## src/design/mm_pkg.sv

```systemverilog
// shared types, codes and defaults of the matrix multiply block
`default_nettype none

package mm_pkg;

	// default values of the top level parameters
	localparam int MAX_DIM_DEF    = 8;
	localparam int DATA_WIDTH_DEF = 32;
	localparam int FRAC_BITS_DEF  = 16;

	// fixed field widths
	localparam int IDX_W  = 3;
	localparam int CFG_W  = 4;
	localparam int APB_AW = 4;
	localparam int APB_DW = 32;

	// input operation codes
	localparam logic [1:0] OP_WR_A = 2'd0;
	localparam logic [1:0] OP_WR_B = 2'd1;
	localparam logic [1:0] OP_RUN  = 2'd2;

	// register indexes on the configuration port
	localparam logic [1:0] REG_ROWS_A    = 2'd0;
	localparam logic [1:0] REG_INNER_DIM = 2'd1;
	localparam logic [1:0] REG_COLS_B    = 2'd2;

	// command kinds passed from front to back
	typedef enum logic [1:0] {
		CMD_WR_A = 2'd0,
		CMD_WR_B = 2'd1,
		CMD_RUN  = 2'd2
	} cmd_t;

	// matrix sizes as written on the configuration port
	typedef struct packed {
		logic [CFG_W-1:0] rows_a;
		logic [CFG_W-1:0] inner_dim;
		logic [CFG_W-1:0] cols_b;
	} dims_t;

	// command queue fill status
	typedef struct packed {
		logic full;
		logic empty;
	} q_status_t;

endpackage

`default_nettype wire

```

## src/design/mm_front.sv

```systemverilog
// front end: accepts items, classifies them and hands commands to the queue
`default_nettype none

module mm_front import mm_pkg::*; #(
	parameter int MAX_DIM    = MAX_DIM_DEF,
	parameter int DATA_WIDTH = DATA_WIDTH_DEF,
	parameter int ADDR_W     = 6
) (
	input  wire logic                    clk,
	input  wire logic                    arst_n,
	input  wire logic                    start,
	input  wire logic [1:0]              operation,
	input  wire logic [IDX_W-1:0]        row,
	input  wire logic [IDX_W-1:0]        col,
	input  wire logic [DATA_WIDTH-1:0]   value,
	input  wire q_status_t               q_status,
	output logic                         busy,
	output logic                         push,
	output cmd_t                         push_cmd,
	output logic [ADDR_W-1:0]            push_addr,
	output logic [DATA_WIDTH-1:0]        push_data
);

	logic                  slot_valid_q;
	cmd_t                  slot_cmd_q;
	logic [ADDR_W-1:0]     slot_addr_q;
	logic [DATA_WIDTH-1:0] slot_data_q;

	logic                  accept;
	logic                  in_range;
	logic                  keep;
	cmd_t                  cmd;
	logic [ADDR_W-1:0]     addr;

	// slot drains into the queue whenever there is room
	assign push   = slot_valid_q & ~q_status.full;
	assign busy   = slot_valid_q & q_status.full;
	assign accept = start & ~busy;

	// classify the incoming beat
	assign in_range = ({1'b0, row} < (IDX_W+1)'(MAX_DIM)) &&
	                  ({1'b0, col} < (IDX_W+1)'(MAX_DIM));
	assign addr     = ADDR_W'(row) * ADDR_W'(MAX_DIM) + ADDR_W'(col);

	always_comb begin
		keep = 1'b0;
		cmd  = CMD_RUN;
		unique case (operation)
			OP_WR_A: begin
				keep = in_range;
				cmd  = CMD_WR_A;
			end
			OP_WR_B: begin
				keep = in_range;
				cmd  = CMD_WR_B;
			end
			OP_RUN: begin
				keep = 1'b1;
				cmd  = CMD_RUN;
			end
			default: begin
				keep = 1'b0;
				cmd  = CMD_RUN;
			end
		endcase
	end

	// one-entry holding slot, control
	always_ff @(posedge clk or negedge arst_n) begin
		if (!arst_n) begin
			slot_valid_q <= 1'b0;
		end else if (accept) begin
			slot_valid_q <= keep;
		end else if (push) begin
			slot_valid_q <= 1'b0;
		end
	end

	// holding slot payload
	always_ff @(posedge clk) begin
		if (accept) begin
			slot_cmd_q  <= cmd;
			slot_addr_q <= addr;
			slot_data_q <= value;
		end
	end

	assign push_cmd  = slot_cmd_q;
	assign push_addr = slot_addr_q;
	assign push_data = slot_data_q;

endmodule

`default_nettype wire

```

## config.mk

```make
export PLATFORM = sky130hd
export DESIGN_NAME = mm_front
export DESIGN_NICKNAME = d
export VERILOG_FILES = /design/src/design/mm_pkg.sv /design/src/design/mm_front.sv
export SDC_FILE = /design/constraint.sdc
export NUM_CORES = 1
export LEC_CHECK = 0
export ABC_CLOCK_PERIOD_IN_PS = 2600
export BUFFER_PORTS_ARGS = -buffer_cell sky130_fd_sc_hd__buf_2
export CORE_ASPECT_RATIO = 1.75
export CORE_UTILIZATION = 36
export DETAILED_ROUTE_END_ITERATION = 12
export GPL_TIMING_DRIVEN = 0
export PLACE_DENSITY = 0.74
export SKIP_LAST_GASP = 1
export SLEW_MARGIN = 0
export SYNTH_ARGS = -nofsm -noshare
export SYNTH_HDL_FRONTEND = slang
export SYNTH_SLANG_ARGS = --single-unit
```

## constraint.sdc

```tcl
create_clock -name clk -period 2.6 [get_ports clk]
set_input_delay 0.52 -clock clk [delete_from_list [all_inputs] [get_ports clk]]
set_output_delay 0.52 -clock clk [all_outputs]
set_load 0.005 [all_outputs]
```

==> results.ini <==
[route]
drc=0
dr.pass1.iters=3
viasPerCell=4.149
ant_nets=0
routed_wl_um=2419
drt-initial-drc-count=11
wl_per_cell_um=12.87
vias=780

[place]
io_buffers=85
place.gp.congestion=0.6235

[yosys]
synth_top_family_by_area=simple AND/OR/NAND/NOR gates
synth-edff-count=40
synth-xor-area-share=0
synthCells=48
synth_top_area_frac=0.9467
async_flop_share=0.02439
synth_seq_cells=41
synthTopCellsByCount=40 x edfxtp_1, 3 x nor2b_1
synthMuxAreaShare=0
synth.largest_area_cell=edfxtp_1
ys_types=7
syn_avg_cell_area_um2=26.43
yosys-top-cells-area=edfxtp_1 95%, dfrtp_1 2.0%, nor2b_1 1.5%
yosysSeqAreaShare=0.9665
ys.flop_type=edfxtp_1
yosysWarnings=0
synth_most_common_cell=edfxtp_1
syn-cell-area_um2=1269
yosys.area_share.simple=0.02465
synth_fa_ha_area_frac=0
synth_compound_area_frac=0.005917
syn-num-nets=93

[final_layout]
syn_to_final_growth_pct=49.90
drive_above_1_share=0.6573
fin_nets=187
num_antenna_cells=0
fin_util=0.5655

[setup_path]
cp_max_fo=22
cp_data_required_time_ns=2.59
critPathKind=reg2reg
arrival_ns=1.55
slowest_stage=nor2b_4
crit_chain=and2_4, nor2b_4, buf_16
critPathLaunchType=flop
critPathBufInv=1
cp-end-kind=flop
critPathTopFamily=simple AND/OR/NAND/NOR gates
max_stage_delay_ns=0.47

[power_and_ir_drop]
p_sw_mw=0.2502
clockPowerShare=0.348
p_int_mw=1.114
leakagePower_nw=0.8269
p_sw_frac=0.1833
combinationalPowerShare=0.079
pwr-share-seq=0.573
pwr_density_cell_nw_per_um2=717.5
ir_drop_mv=0.5752

[clock_network]
cts_resized=0
cts_buffers=5
cts.sinks=41
cts_tree=done
insertion_delay_ns=0.28
clk_path_buf_depth=2
htreeDepth=2
clockRootBuffer=clkbuf_8
path_clk_slew_ns=0.07

[sta]
clock.fmax_mhz=640.7
clock-skew-final_ns=0.005023
finalCritPeriodShare=0.6003
tightest_slew_ns=0.5636
hold_viol_final=0
setup_viol=0
drv_slew=0
maxSlewHeadroom=0.6235
min_period_ns=1.561
rsz0062_at_grt=no
setup_tns_ns=0

[job]
max_cap_viol_count=0

[worst_hold_path]
hold_class=in2reg

[grt]
grt_usage=0.1329
grt-ovfl-total=0
grt_pass1_wl_um=3360
antenna_found_initial=0
grt_max_degree=23
grt_pass1_vias=778

[die]
placeableCoreArea_um2=3363
die_height_um=80.53
row_count=28
start_util=0.3772
ios=87
die_area_um2=3775
die_x_um=46.88

[outcome]
status=complete, no violations

worst register-to-register path, delay by kind of cell, from the launching register on:
| kind | cells | cell delay [ns] |
|---|---|---|
| flip-flops | 1 | 0.39 |
| buffers and inverters | 1 | 0.24 |
| AND/OR/NAND/NOR | 2 | 0.65 |
sequential cells by signal, indices dropped and copies added (netlist names):
signal        cells
push_data        32
push_addr         6
push_cmd          2
slot_valid_q      1
repair_timing:
action / CTS / global route
hold endpoints to repair: 1 / 0
hold buffers: 1 / 0
endpoints found under the setup margin: 0 / 0
buffers inserted: 0 / 0
path summary, 6_finish.rpt:
check | from | endpoint | slack [ns] | cells after the start
setup reg to reg | slot_valid_q$_DFFE_PN0P_ | push_cmd[1]$_DFFE_PP_ | 1.04 | 3
hold reg to reg | slot_valid_q$_DFFE_PN0P_ | slot_valid_q$_DFFE_PN0P_ | 0.65 | 2
max in group asynchronous | arst_n | slot_valid_q$_DFFE_PN0P_ | 1.96 | 2
setup / recovery | slot_valid_q$_DFFE_PN0P_ | push_cmd[1]$_DFFE_PP_ | 1.04 | 3
min in group asynchronous | arst_n | slot_valid_q$_DFFE_PN0P_ | 0.56 | 2
hold / removal | value[0] | push_data[0]$_DFFE_PP_ | 0.41 | 1
logic make-up (layout without fill, tap and decap cells):
group,Yosys count,in the layout
AOI/OAI and AO/OA,1,1
and+or+nand+nor,5,5
DFF,41,41
buffers and inverters,1,96
per-stage QoR:
step | hold slack, ns | setup slack, ns | instances | total power, mW | cell area, um2
5_1_grt | 0.3945 | 0.9501 | 188 | 1.417 | 1902
4_1_cts | 0.4002 | 1.012 | 188 | 1.383 | 1902
6_report | 0.4087 | 1.039 | 188 | 1.365 | 1902
2_1_floorplan | 0.2244 | 0.4708 | 48 | 0.8229 | 1271
3_3_place_gp | 0.2954 | 0.1043 | 178 | 0.8903 | 1753
3_5_place_dp | 0.2953 | 0.7849 | 179 | 0.9052 | 1785
layer usage:
layer,vias to the layer above,track usage,routed length (um)
li1,372,-,-
met1,363,0.1157,705
met2,40,0.2431,1493
met3,5,0.05169,172
met4,0,0.06286,47
met5,-,0,0
layout make-up:
cell class	count	area, um2
multi-input cells	6	46.29
fillers	290	1461
clock inverters	2	33.78
plain buffers	1	3.754
repair buffers	87	462.9
flip-flops and latches	41	1226
well taps	45	56.30
clock buffers	6	72.57
power by group through the flow:
| stage | Clock (mW) | Sequential (mW) | Combinational (mW) |
|---|---|---|---|
| after floorplan | 0 | 0.804 | 0.0192 |
| after global placement | 0 | 0.796 | 0.0945 |
| after detailed placement | 0 | 0.797 | 0.108 |
| after CTS | 0.491 | 0.783 | 0.109 |
| after global routing | 0.513 | 0.786 | 0.118 |
| final | 0.475 | 0.782 | 0.107 |
layout by cell type, fill, tap and decap left out:
cell / instances
buf_2: 85
nand2_1: 1
clkinv_1: 1
dfrtp_1: 1
dlygate4sd3_1: 1
buf_16: 1
clkbuf_1: 2
nor2b_1: 2
bufinv_16: 1
and2_4: 1
a21o_1: 1
nor2b_4: 1
clkbuf_8: 5
edfxtp_1: 40
No activity file was read; power rests on OpenSTA's default activity.
