[config.mk]
export PLATFORM = sky130hd
export DESIGN_NAME = mm_queue
export DESIGN_NICKNAME = d
export VERILOG_FILES = /design/src/design/mm_pkg.sv /design/src/design/mm_queue.sv
export SDC_FILE = /design/constraint.sdc
export NUM_CORES = 1
export LEC_CHECK = 0
export BUFFER_PORTS_ARGS = -buffer_cell sky130_fd_sc_hd__buf_2
export CAP_MARGIN = 20
export CORE_ASPECT_RATIO = 1.75
export CORE_MARGIN = 3
export CORE_UTILIZATION = 47
export CTS_CLUSTER_SIZE = 10
export DETAILED_ROUTE_END_ITERATION = 12
export GPL_TIMING_DRIVEN = 0
export PLACE_DENSITY = 0.75
export SYNTH_ARGS = -nofsm -noshare
export SYNTH_HDL_FRONTEND = slang
export SYNTH_SLANG_ARGS = --single-unit
[constraint.sdc]
create_clock -name clk -period 2.8 [get_ports clk]
set_input_delay 0.14 -clock clk [delete_from_list [all_inputs] [get_ports clk]]
set_output_delay 0.14 -clock clk [all_outputs]
set_load 0.02 [all_outputs]
[src/design/mm_pkg.sv]
// shared types, codes and defaults of the matrix multiply block
`default_nettype none

package mm_pkg;

	// default values of the top level parameters
	localparam int MAX_DIM_DEF    = 8;
	localparam int DATA_WIDTH_DEF = 32;
	localparam int FRAC_BITS_DEF  = 16;

	// fixed field widths
	localparam int IDX_W  = 3;
	localparam int CFG_W  = 4;
	localparam int APB_AW = 4;
	localparam int APB_DW = 32;

	// input operation codes
	localparam logic [1:0] OP_WR_A = 2'd0;
	localparam logic [1:0] OP_WR_B = 2'd1;
	localparam logic [1:0] OP_RUN  = 2'd2;

	// register indexes on the configuration port
	localparam logic [1:0] REG_ROWS_A    = 2'd0;
	localparam logic [1:0] REG_INNER_DIM = 2'd1;
	localparam logic [1:0] REG_COLS_B    = 2'd2;

	// command kinds passed from front to back
	typedef enum logic [1:0] {
		CMD_WR_A = 2'd0,
		CMD_WR_B = 2'd1,
		CMD_RUN  = 2'd2
	} cmd_t;

	// matrix sizes as written on the configuration port
	typedef struct packed {
		logic [CFG_W-1:0] rows_a;
		logic [CFG_W-1:0] inner_dim;
		logic [CFG_W-1:0] cols_b;
	} dims_t;

	// command queue fill status
	typedef struct packed {
		logic full;
		logic empty;
	} q_status_t;

endpackage

`default_nettype wire

[src/design/mm_queue.sv]
// two-entry command queue between front and back
`default_nettype none

module mm_queue import mm_pkg::*; #(
	parameter int W = 40
) (
	input  wire logic         clk,
	input  wire logic         arst_n,
	input  wire logic         push,
	input  wire logic [W-1:0] push_data,
	input  wire logic         pop,
	output logic     [W-1:0]  pop_data,
	output q_status_t         status
);

	logic [W-1:0] entry_q [2];
	logic         wr_ptr_q;
	logic         rd_ptr_q;
	logic [1:0]   count_q;

	assign status.full  = (count_q == 2'd2);
	assign status.empty = (count_q == 2'd0);
	assign pop_data     = entry_q[rd_ptr_q];

	// pointers and fill count
	always_ff @(posedge clk or negedge arst_n) begin
		if (!arst_n) begin
			wr_ptr_q <= 1'b0;
			rd_ptr_q <= 1'b0;
			count_q  <= 2'd0;
		end else begin
			if (push) begin
				wr_ptr_q <= ~wr_ptr_q;
			end
			if (pop) begin
				rd_ptr_q <= ~rd_ptr_q;
			end
			if (push && !pop) begin
				count_q <= count_q + 2'd1;
			end else if (pop && !push) begin
				count_q <= count_q - 2'd1;
			end
		end
	end

	// entry storage
	always_ff @(posedge clk) begin
		if (push) begin
			entry_q[wr_ptr_q] <= push_data;
		end
	end

endmodule

`default_nettype wire

==> flow_metrics.py, run 1 <==
metrics = {
    "outcome": {
        "outcome": "finished clean",
    },
    "min_path": {
        "min_from": "push_data[28]",
        "min_path_cells": 1,
        "hold_class": "in -> reg",
        "hold_end": "entry_q[1][28]$_DFFE_PP_",
    },
    "setup_path": {
        "r2r-start": "wr_ptr_q$_DFFE_PN0P_",
        "cp-start-kind": "flip-flop",
        "r2r-end": "entry_q[0][25]$_DFFE_PP_",
        "path_class": "reg -> out",
        "rr_worst_depth": 2,
        "critPathArrivalTime_ns": 1.46,
        "cp-end-kind": "output port",
        "r2r_setup_slack_ns": 1.28,
        "required_ns": 2.66,
        "cp_max_fo": 10,
    },
    "routing": {
        "routed_wl_mm": 5.66,
        "wl_per_cell_um": 15.5,
        "route.detailed.drc": 0,
        "antenna_left": 0,
        "drt-pass1-iter-count": 4,
        "avgViaCountPerCell": 4.73,
        "drt_iter0_drc": 157,
        "vias": 1720,
    },
    "timing": {
        "rsz0062_at_grt": "no",
        "fin_tns_setup_ns": 0,
        "worst_pin_slew_ns": 0.657,
        "hold_viol_final": 0,
        "fin_crit_sh_pct": 57.1,
        "holdWs_ns": 0.00960,
        "finClkSkew_ns": 0.00172,
        "setup_viol_count_final": 0,
        "drv_slew": 0,
        "min_period_ns": 1.60,
        "relSlewSlack_pct": 56.1,
        "fmax_mhz": 626,
    },
    "clock_tree": {
        "tritoncts": "yes",
        "cts_resized": 0,
        "clock_latency_ns": 0.33,
        "clock_path_buffers": 2,
        "clock_sinks": 84,
        "cts_root_buf": "clkbuf_16",
        "cts-buffers-inserted": 9,
        "clkSlewWorstSetupHoldPaths_ns": 0.06,
        "post_cts_buffers": 0,
        "cts_max_level": 3,
    },
    "floorplan": {
        "core_area_um2": 6640,
        "die_area_um2": 8050,
        "ioPinCount": 86,
        "num_rows": 39,
        "chipHeight_um": 116,
        "die-width_um": 69.1,
        "start_util_pct": 49.4,
    },
    "pwr": {
        "switching_share_pct": 30.4,
        "clkPwrFrac_pct": 22.7,
        "pwr-share-seq_pct": 39.5,
        "switchingPower_uw": 1350,
        "internal_power_uw": 3090,
        "finalPower_uw": 4440,
        "power_frac_comb_pct": 37.8,
        "power_density_nw_per_um2": 987,
        "ir_drop_mv": 0.777,
        "power_leakage_uw": 0.00186,
    },
    "logic_synthesis": {
        "syn_inst": 141,
        "ys_ff_latch": 84,
        "synth_nets": 186,
        "yosys-top-cells-area": "edfxtp_1 73%, mux2_4 18%, dfrtp_1 3.1%",
        "synth_top_area_share_pct": 73.3,
        "synthesis.area_um2": 3280,
        "ys_seq_area_share_pct": 76.4,
        "yosys.cell_types.count": 13,
        "ys_warn_count": 0,
        "yosysTopAreaCell": "edfxtp_1",
        "syn_area_per_cell_um2": 23.2,
    },
    "final_layout": {
        "diodes": 0,
        "nNetsFinal": 322,
        "nFillCells": 460,
        "utilization_pct": 67.8,
        "multiInputGateArea_um2": 688,
        "syn_to_final_growth_pct": 37.4,
        "drive_gt1_share_pct": 51.1,
        "regArea_um2": 2500,
    },
    "global_route": {
        "grt_usage_pct": 15.1,
        "grt_max_degree": 22,
        "grt_pass1_wl_mm": 9.09,
        "antenna_found_initial": 0,
        "grt_overflow_total": 0,
        "grt_pass1_vias": 1861,
    },
    "place": {
        "io_buffers": 85,
        "gp_congestion": 0.662,
        "hpwl_mm": 3.62,
    },
    "job": {
        "max_cap_violations": 0,
    },
}
kinds of logic after synthesis:
| family | count (synthesis) | synth area share, % |
|---|---|---|
| DFF | 84 | 76.4 |
| muxes | 40 | 18.2 |
| buffers and inverters | 6 | 2.90 |
| xor gates and xnor gates | 5 | 1.34 |
| and+or+nand+nor | 5 | 0.802 |
| adders and majority gates | 1 | 0.382 |
worst max-delay path, stage by stage (launching register included):
cell and delay [ns]:
dfrtp_1 0.37, buf_6 0.15, buf_12 0.15, mux2_4 0.30, buf_2 0.16
worst max path at each step:
stage                                     from  depth (start not counted)  slack, ns                       end
final                     rd_ptr_q$_DFFE_PN0P_                          4       1.20              pop_data[23]
after global routing      wr_ptr_q$_DFFE_PN0P_                          2       1.14  entry_q[0][25]$_DFFE_PP_
after CTS                 rd_ptr_q$_DFFE_PN0P_                          4       1.18               pop_data[3]
after detailed placement  wr_ptr_q$_DFFE_PN0P_                          2       1.24  entry_q[0][36]$_DFFE_PP_
after global placement    wr_ptr_q$_DFFE_PN0P_                          1      -0.79  entry_q[0][14]$_DFFE_PP_
after floorplan           wr_ptr_q$_DFFE_PN0P_                          1       0.16   entry_q[0][0]$_DFFE_PP_
timing repair:
action	in CTS	in global routing
setup endpoints to repair	0	0
hold buffers	35	3
hold endpoints to repair	71	6
flip-flops by register name, indices dropped and copies added (netlist names):
| name | flops |
|---|---|
| count_q | 2 |
| entry_q | 80 |
| wr_ptr_q | 1 |
| rd_ptr_q | 1 |
cells in the final DEF (no fill, tap or decap), types with 2 or more instances in the layout:
cell,instances
mux2_4,39
xor2_1,4
clkbuf_1,3
edfxtp_1,80
buf_16,2
nor2_1,2
buf_2,85
dlygate4sd3_1,38
clkinv_1,3
dfrtp_1,4
clkbuf_16,9
buf_12,4
area by class of cell:
cell class	count	area share [%]
flip-flops and latches	84	55.6
repair buffers	125	19.1
multi-input cells	51	15.3
clock buffers	12	5.25
well taps	82	2.28
plain buffers	5	2.03
clock inverters	4	0.361
inverters	1	0.0834
synthesized netlist by cell type:
cell type  count
xnor2_1        1
xor2_1         4
ha_1           1
buf_12         4
dfrtp_1        4
nor2b_1        2
inv_1          1
nor2_1         2
edfxtp_1      80
buf_6          1
mux2_2         1
and2_1         1
mux2_4        39
power groups by stage:
stage,Clock [µW],Sequential [µW],Combinational [µW]
CTS,1030,1750,1710
global route,1090,1780,1780
finish,1010,1750,1680
global placement,0,1780,1590
floorplan,0,1760,1220
detailed placement,0,1780,1660
layer usage:
layer	global-route usage, %	wire length [µm]	up-vias
met5	0	0	-
met2	27.0	3190	53
met4	7.17	112	0
met3	5.34	255	9
li1	-	-	822
met1	15.7	2100	836
stage by stage:
step                cells  cell area, µm²  setup slack (ns)
CTS                   361            4470              1.18
floorplan             141            3280             0.165
global placement      308            3800            -0.788
global route          364            4500              1.14
finish                364            4500              1.20
detailed placement    310            3870              1.24
No activity file was read; power rests on OpenSTA's default activity.
==> run 2: changes to the inputs <==
--- a/config.mk
+++ b/config.mk
@@ -5,15 +5,16 @@
 export SDC_FILE = /design/constraint.sdc
 export NUM_CORES = 1
 export LEC_CHECK = 0
+export ABC_AREA = 1
 export BUFFER_PORTS_ARGS = -buffer_cell sky130_fd_sc_hd__buf_2
 export CAP_MARGIN = 20
 export CORE_ASPECT_RATIO = 1.75
 export CORE_MARGIN = 3
-export CORE_UTILIZATION = 47
+export CORE_UTILIZATION = 52
 export CTS_CLUSTER_SIZE = 10
 export DETAILED_ROUTE_END_ITERATION = 12
 export GPL_TIMING_DRIVEN = 0
-export PLACE_DENSITY = 0.75
+export PLACE_DENSITY = 0.79
 export SYNTH_ARGS = -nofsm -noshare
 export SYNTH_HDL_FRONTEND = slang
 export SYNTH_SLANG_ARGS = --single-unit
==> constraint.sdc (replaced) <==
create_clock -name clk -period 1.56 [get_ports clk]
set_input_delay 0.078 -clock clk [delete_from_list [all_inputs] [get_ports clk]]
set_output_delay 0.078 -clock clk [all_outputs]
set_load 0.02 [all_outputs]
==> flow_metrics.py, run 2 <==
metrics = {
    "final_layout": {
        "drive_gt1_share_pct": 50.2,
        "nNetsFinal": 337,
        "utilization_pct": 77.4,
        "mostFrequentLayoutCell": "edfxtp_1",
        "diodes": 0,
        "largest-register": "entry_q",
        "syn_to_final_growth_pct": 41.3,
        "mostFrequentLayoutCells": "80 x edfxtp_1, 58 x buf_2, 43 x dlygate4sd3_1",
        "largest_reg_flops": 80,
        "top_regs": "entry_q (80), count_q (2)",
    },
    "setup_path": {
        "critPathArrivalTime_ns": 1.47,
        "cp-start-kind": "flip-flop",
        "r2r-end": "entry_q[1][10]$_DFFE_PP_",
        "cp_max_fo": 10,
        "cpPeakStageDelay_ns": 0.37,
        "path_class": "reg -> out",
        "r2r-start": "wr_ptr_q$_DFFE_PN0P_",
        "startpoint": "rd_ptr_q$_DFFE_PN0P_",
        "worst-path-buf-inv": 3,
        "required_ns": 1.48,
        "cp-end-kind": "output port",
        "critPathTopFamily": "buffers and inverters",
        "cp.depth": 4,
        "r2r_setup_slack_ns": 0.14,
        "rr_worst_depth": 2,
        "crit_end": "pop_data[34]",
        "crit_chain": "buf_6 -> buf_12 -> mux2_4 -> buf_2",
        "slowest_stage": "dfrtp_1",
    },
    "logic_synthesis": {
        "yosysMostFrequentCell": "edfxtp_1",
        "synth_nets": 195,
        "yosys.cell_types.count": 14,
        "synth_common_cells": "80 x edfxtp_1, 39 x mux2_4, 7 x inv_1",
        "yosys-top-cells-area": "edfxtp_1 73%, mux2_4 18%, dfrtp_1 3.0%",
        "ys_ff_latch": 84,
        "synth_top_area_share_pct": 72.9,
        "yosysTopAreaCell": "edfxtp_1",
        "ys.flop_type": "edfxtp_1",
        "syn_area_per_cell_um2": 22.0,
        "ys_seq_area_share_pct": 75.9,
        "async_flop_share_pct": 4.76,
        "ys_warn_count": 0,
        "synthesis.area_um2": 3300,
        "syn_inst": 150,
        "synth_edf_count": 80,
    },
    "floorplan": {
        "chipHeight_um": 111,
        "num_rows": 37,
        "die-width_um": 66.2,
        "ioPinCount": 86,
        "die_area_um2": 7370,
        "core_area_um2": 6020,
        "start_util_pct": 54.8,
    },
    "pwr": {
        "power_density_nw_per_um2": 1720,
        "power_leakage_uw": 0.00192,
        "ir_drop_mv": 1.19,
        "finalPower_uw": 8000,
    },
    "routing": {
        "antenna_left": 0,
        "avgViaCountPerCell": 4.75,
        "route.detailed.drc": 0,
        "vias": 1781,
        "drt_iter0_drc": 72,
        "wl_per_cell_um": 16.8,
        "routed_wl_mm": 6.31,
        "drt-pass1-iter-count": 3,
    },
    "timing": {
        "fin_crit_sh_pct": 99.5,
        "setup_viol_count_final": 0,
        "min_period_ns": 1.55,
        "worst_pin_slew_ns": 0.481,
        "drv_slew": 0,
        "hold_viol_final": 0,
        "finClkSkew_ns": 0.00801,
        "fmax_mhz": 644,
        "relSlewSlack_pct": 67.9,
        "rsz0062_at_grt": "yes",
        "worst_slack_ns": 0.00765,
    },
    "clock_tree": {
        "cts-buffers-inserted": 9,
        "clock_path_buffers": 2,
        "cts_max_level": 3,
        "clkSlewWorstSetupHoldPaths_ns": 0.08,
        "clock_latency_ns": 0.34,
        "clock_sinks": 84,
        "tritoncts": "yes",
        "cts_root_buf": "clkbuf_8",
    },
    "place": {
        "io_buffers": 85,
        "dp_slack_ns": -0.238,
        "hpwl_mm": 3.55,
        "gp_congestion": 0.695,
    },
    "global_route": {
        "grt_usage_pct": 18.4,
        "antenna_found_initial": 0,
        "grt_overflow_total": 0,
        "grt_pass1_wl_mm": 9.86,
        "grt_max_degree": 32,
        "grt_pass1_vias": 2005,
    },
    "outcome": {
        "outcome": "finished clean",
    },
    "job": {
        "max_cap_violations": 0,
    },
    "min_path": {
        "hold_class": "in -> async",
    },
}
run 2: changes by cell type after synthesis, moves of 2 or more:
cell and change:
inv_1 +6, nand2_1 +5, nor2b_1 -2, xor2_1 -2
run 2: through the flow:
stage | instances | setup TNS (ns) | instance area (µm²) | hold slack [ns]
finish | 375 | 0 | 4660 | 0.0752
global route | 375 | -1.63 | 4660 | 0.0761
CTS | 374 | -0.0771 | 4540 | 0.0471
detailed placement | 314 | -9.51 | 3850 | -0.108
global placement | 313 | -17.68 | 3830 | -0.115
floorplan | 150 | 0 | 3310 | -0.218
run 2: worst reg2reg max path: stages, from the launching register on:
cell        delay [ns]
dfrtp_1           0.44
nand2_2           0.15
clkinvlp_4        0.43
run 2: final cells by class:
cell class,instances,area (µm²)
Sequential cell,84,2500
Fill cell,349,1360
Timing Repair Buffer,130,1070
Multi-Input combinational cell,54,687
Clock buffer,14,163
Tap cell,78,97.6
Buffer,5,91.3
Inverter,7,30.0
Clock inverter,2,10.0
Timing Repair inverter,1,7.51
run 2: power by group:
part | switching, µW | leakage (µW) | internal, µW | total [µW]
Sequential | 154 | 0.000798 | 3000 | 3150
Clock | 681 | 0.0000905 | 663 | 1340
Combinational | 1660 | 0.00103 | 1850 | 3500
Total | 2490 | 0.00192 | 5510 | 8000
run 2: cell families after synthesis:
family / count (synthesis) / share of synthesized area, %
buffers and inverters: 12 / 3.57
adder cells (fa/ha/maj): 1 / 0.379
multiplexers: 40 / 18.1
flip-flops: 84 / 75.9
AND/OR/NAND/NOR: 10 / 1.25
XOR/XNOR: 3 / 0.797
run 2: routing by layer:
metal  vias up  share of wire [%]  global-route usage, %
met5         -                  0                      0
met4         0                1.4                   7.60
met3         8                4.3                   5.35
met2        48                 59                   33.9
met1       874                 35                   18.5
li1        851                  -                      -
run 2: how the worst min path moves through the flow:
stage	startpoint	endpoint	depth (start not counted)
floorplan	arst_n	count_q[0]$_DFFE_PN0P_	0
global placement	arst_n	count_q[1]$_DFFE_PN0P_	1
detailed placement	arst_n	count_q[1]$_DFFE_PN0P_	1
CTS	arst_n	count_q[1]$_DFFE_PN0P_	2
global route	arst_n	wr_ptr_q$_DFFE_PN0P_	2
finish	arst_n	wr_ptr_q$_DFFE_PN0P_	2
run 2: timing repair:
| action | CTS | global route |
|---|---|---|
| hold endpoints to repair | 86 | 0 |
| gates cloned | 1 | 1 |
| setup endpoints to repair | 73 | 79 |
| resized for setup | 27 | 29 |
| hold buffers | 43 | 0 |
| buffers inserted | 0 | 0 |
==> run 3: changes to the inputs <==
--- a/config.mk
+++ b/config.mk
@@ -14,7 +14,7 @@
 export CTS_CLUSTER_SIZE = 10
 export DETAILED_ROUTE_END_ITERATION = 12
 export GPL_TIMING_DRIVEN = 0
-export PLACE_DENSITY = 0.79
+export PLACE_DENSITY_LB_ADDON = 0.15
 export SYNTH_ARGS = -nofsm -noshare
 export SYNTH_HDL_FRONTEND = slang
 export SYNTH_SLANG_ARGS = --single-unit
==> flow_metrics.py, run 3 (synthesized netlist as in run 2, its figures left out) <==
metrics = {
    "outcome": {
        "outcome": "finished clean",
    },
    "timing": {
        "finClkSkew_ns": 0.00760,
        "fin_crit_sh_pct": 99.7,
        "setup_viol_count_final": 0,
        "drv_slew": 0,
        "min_period_ns": 1.55,
        "hold_viol_final": 0,
        "relSlewSlack_pct": 68.6,
        "fmax_mhz": 643,
        "worst_pin_slew_ns": 0.470,
        "rsz0062_at_grt": "yes",
    },
    "final_layout": {
        "largest-register": "entry_q",
        "drive_gt1_share_pct": 50.2,
        "largest_reg_flops": 80,
        "mostFrequentLayoutCell": "edfxtp_1",
        "nNetsFinal": 337,
        "top_regs": "entry_q (80), count_q (2)",
        "instances_no_fill": 373,
        "mostFrequentLayoutCells": "80 x edfxtp_1, 55 x buf_2, 43 x dlygate4sd3_1",
        "syn_to_final_growth_pct": 41.1,
        "diodes": 0,
    },
    "clock_tree": {
        "cts_max_level": 3,
        "tritoncts": "yes",
        "post_cts_buffers": 0,
        "clkSlewWorstSetupHoldPaths_ns": 0.08,
        "cts-buffers-inserted": 9,
        "clock_sinks": 84,
        "clock_path_buffers": 2,
        "cts_root_buf": "clkbuf_8",
        "clock_latency_ns": 0.34,
    },
    "setup_path": {
        "r2r-start": "wr_ptr_q$_DFFE_PN0P_",
        "path_class": "reg -> out",
        "cp-end-kind": "output port",
        "crit_chain": "buf_6 -> buf_12 -> mux2_4 -> buf_2",
        "r2r-end": "entry_q[1][35]$_DFFE_PP_",
        "cpPeakStageDelay_ns": 0.38,
        "slowest_stage": "dfrtp_1",
        "rr_worst_depth": 2,
        "cp-start-kind": "flip-flop",
        "r2r_setup_slack_ns": 0.15,
        "required_ns": 1.48,
        "critPathArrivalTime_ns": 1.48,
        "cp_max_fo": 10,
        "startpoint": "rd_ptr_q$_DFFE_PN0P_",
    },
    "place": {
        "hpwl_mm": 3.50,
        "placed_cells": 314,
        "gp_congestion": 0.624,
        "io_buffers": 85,
    },
    "routing": {
        "drt-pass1-iter-count": 4,
        "antenna_left": 0,
        "wl_per_cell_um": 15.9,
        "routed_wl_mm": 5.93,
        "drt_iter0_drc": 41,
        "route.detailed.drc": 0,
        "avgViaCountPerCell": 4.71,
        "vias": 1757,
    },
    "pwr": {
        "power_leakage_uw": 0.00192,
        "ir_drop_mv": 1.09,
        "finalPower_uw": 7900,
        "power_density_nw_per_um2": 1700,
    },
    "floorplan": {
        "die-width_um": 66.2,
        "core_area_um2": 6020,
        "ioPinCount": 86,
        "die_area_um2": 7370,
        "chipHeight_um": 111,
        "start_util_pct": 54.8,
        "num_rows": 37,
    },
    "global_route": {
        "grt_usage_pct": 17.0,
        "grt_overflow_total": 0,
        "grt_pass1_vias": 1906,
        "antenna_found_initial": 0,
        "grt_max_degree": 32,
        "grt_pass1_wl_mm": 9.06,
    },
    "job": {
        "max_cap_violations": 0,
    },
    "min_path": {
        "hold_class": "in -> async",
    },
}
## run 3: changes by cell type in the layout (fill, tap and decap cells not counted)
cell / change
clkinv_2: +1
clkbuf_8: -2
buf_6: +3
clkbuf_1: -2
buf_2: -3
clkinv_1: +1
## run 3: through the flow
| stage | hold slack [ns] | setup TNS [ns] | util, % | area (µm²) | worst slack [ns] |
|---|---|---|---|---|---|
| 2_1_floorplan | -0.218 | 0 | - | 3310 | 0.0927 |
| 3_3_place_gp | -0.110 | -19.47 | 63.7 | 3830 | -0.275 |
| 3_5_place_dp | -0.109 | -9.47 | 64.0 | 3850 | -0.238 |
| 4_1_cts | 0.0377 | -0.297 | 75.4 | 4540 | -0.0201 |
| 5_1_grt | 0.0520 | -0.826 | 77.3 | 4650 | -0.0393 |
| 6_report | 0.0604 | 0 | 77.3 | 4650 | 0.00513 |
## run 3: worst max path at each step
stage / to / slack [ns] / cells past startpoint
4_1_cts: pop_data[34] / -0.02 / 4
3_5_place_dp: entry_q[1][2]$_DFFE_PP_ / -0.24 / 2
3_3_place_gp: entry_q[1][14]$_DFFE_PP_ / -0.28 / 2
5_1_grt: pop_data[13] / -0.04 / 4
6_report: pop_data[13] / 0.005 / 4
2_1_floorplan: entry_q[1][0]$_DFFE_PP_ / 0.09 / 2
## run 3: power by group
group          total, µW  internal [µW]  switching [µW]
clock               1210            547             659
combinational       3550           1890            1660
sequential          3140           3000             143
total               7900           5430            2460
## run 3: cell type report
type | count | area (µm²)
Inverter | 7 | 30.0
Multi-Input combinational cell | 54 | 687
Clock buffer | 10 | 128
Clock inverter | 4 | 18.8
Timing Repair inverter | 1 | 7.51
Fill cell | 328 | 1370
Tap cell | 78 | 97.6
Sequential cell | 84 | 2500
Buffer | 5 | 91.3
Timing Repair Buffer | 130 | 1090
## run 3: repair_timing
item	CTS	global route
hold buffers	43	0
endpoints found under the setup margin	79	78
gates cloned	1	1
gates resized for setup	33	30
hold endpoints to repair	86	0
## run 3: per-layer routing
metal	track usage [%]	share of wire, %	vias up
met5	0	0	-
met4	8.55	1.6	0
met3	4.94	4.5	8
met2	30.2	58	65
met1	17.5	36	831
li1	-	-	853
## run 3: critical path: cells and delay by family, from the launching register on
| family | cells | cell delay, ns |
|---|---|---|
| flip-flops | 1 | 0.38 |
| multiplexers | 1 | 0.29 |
| buffers and inverters | 3 | 0.46 |
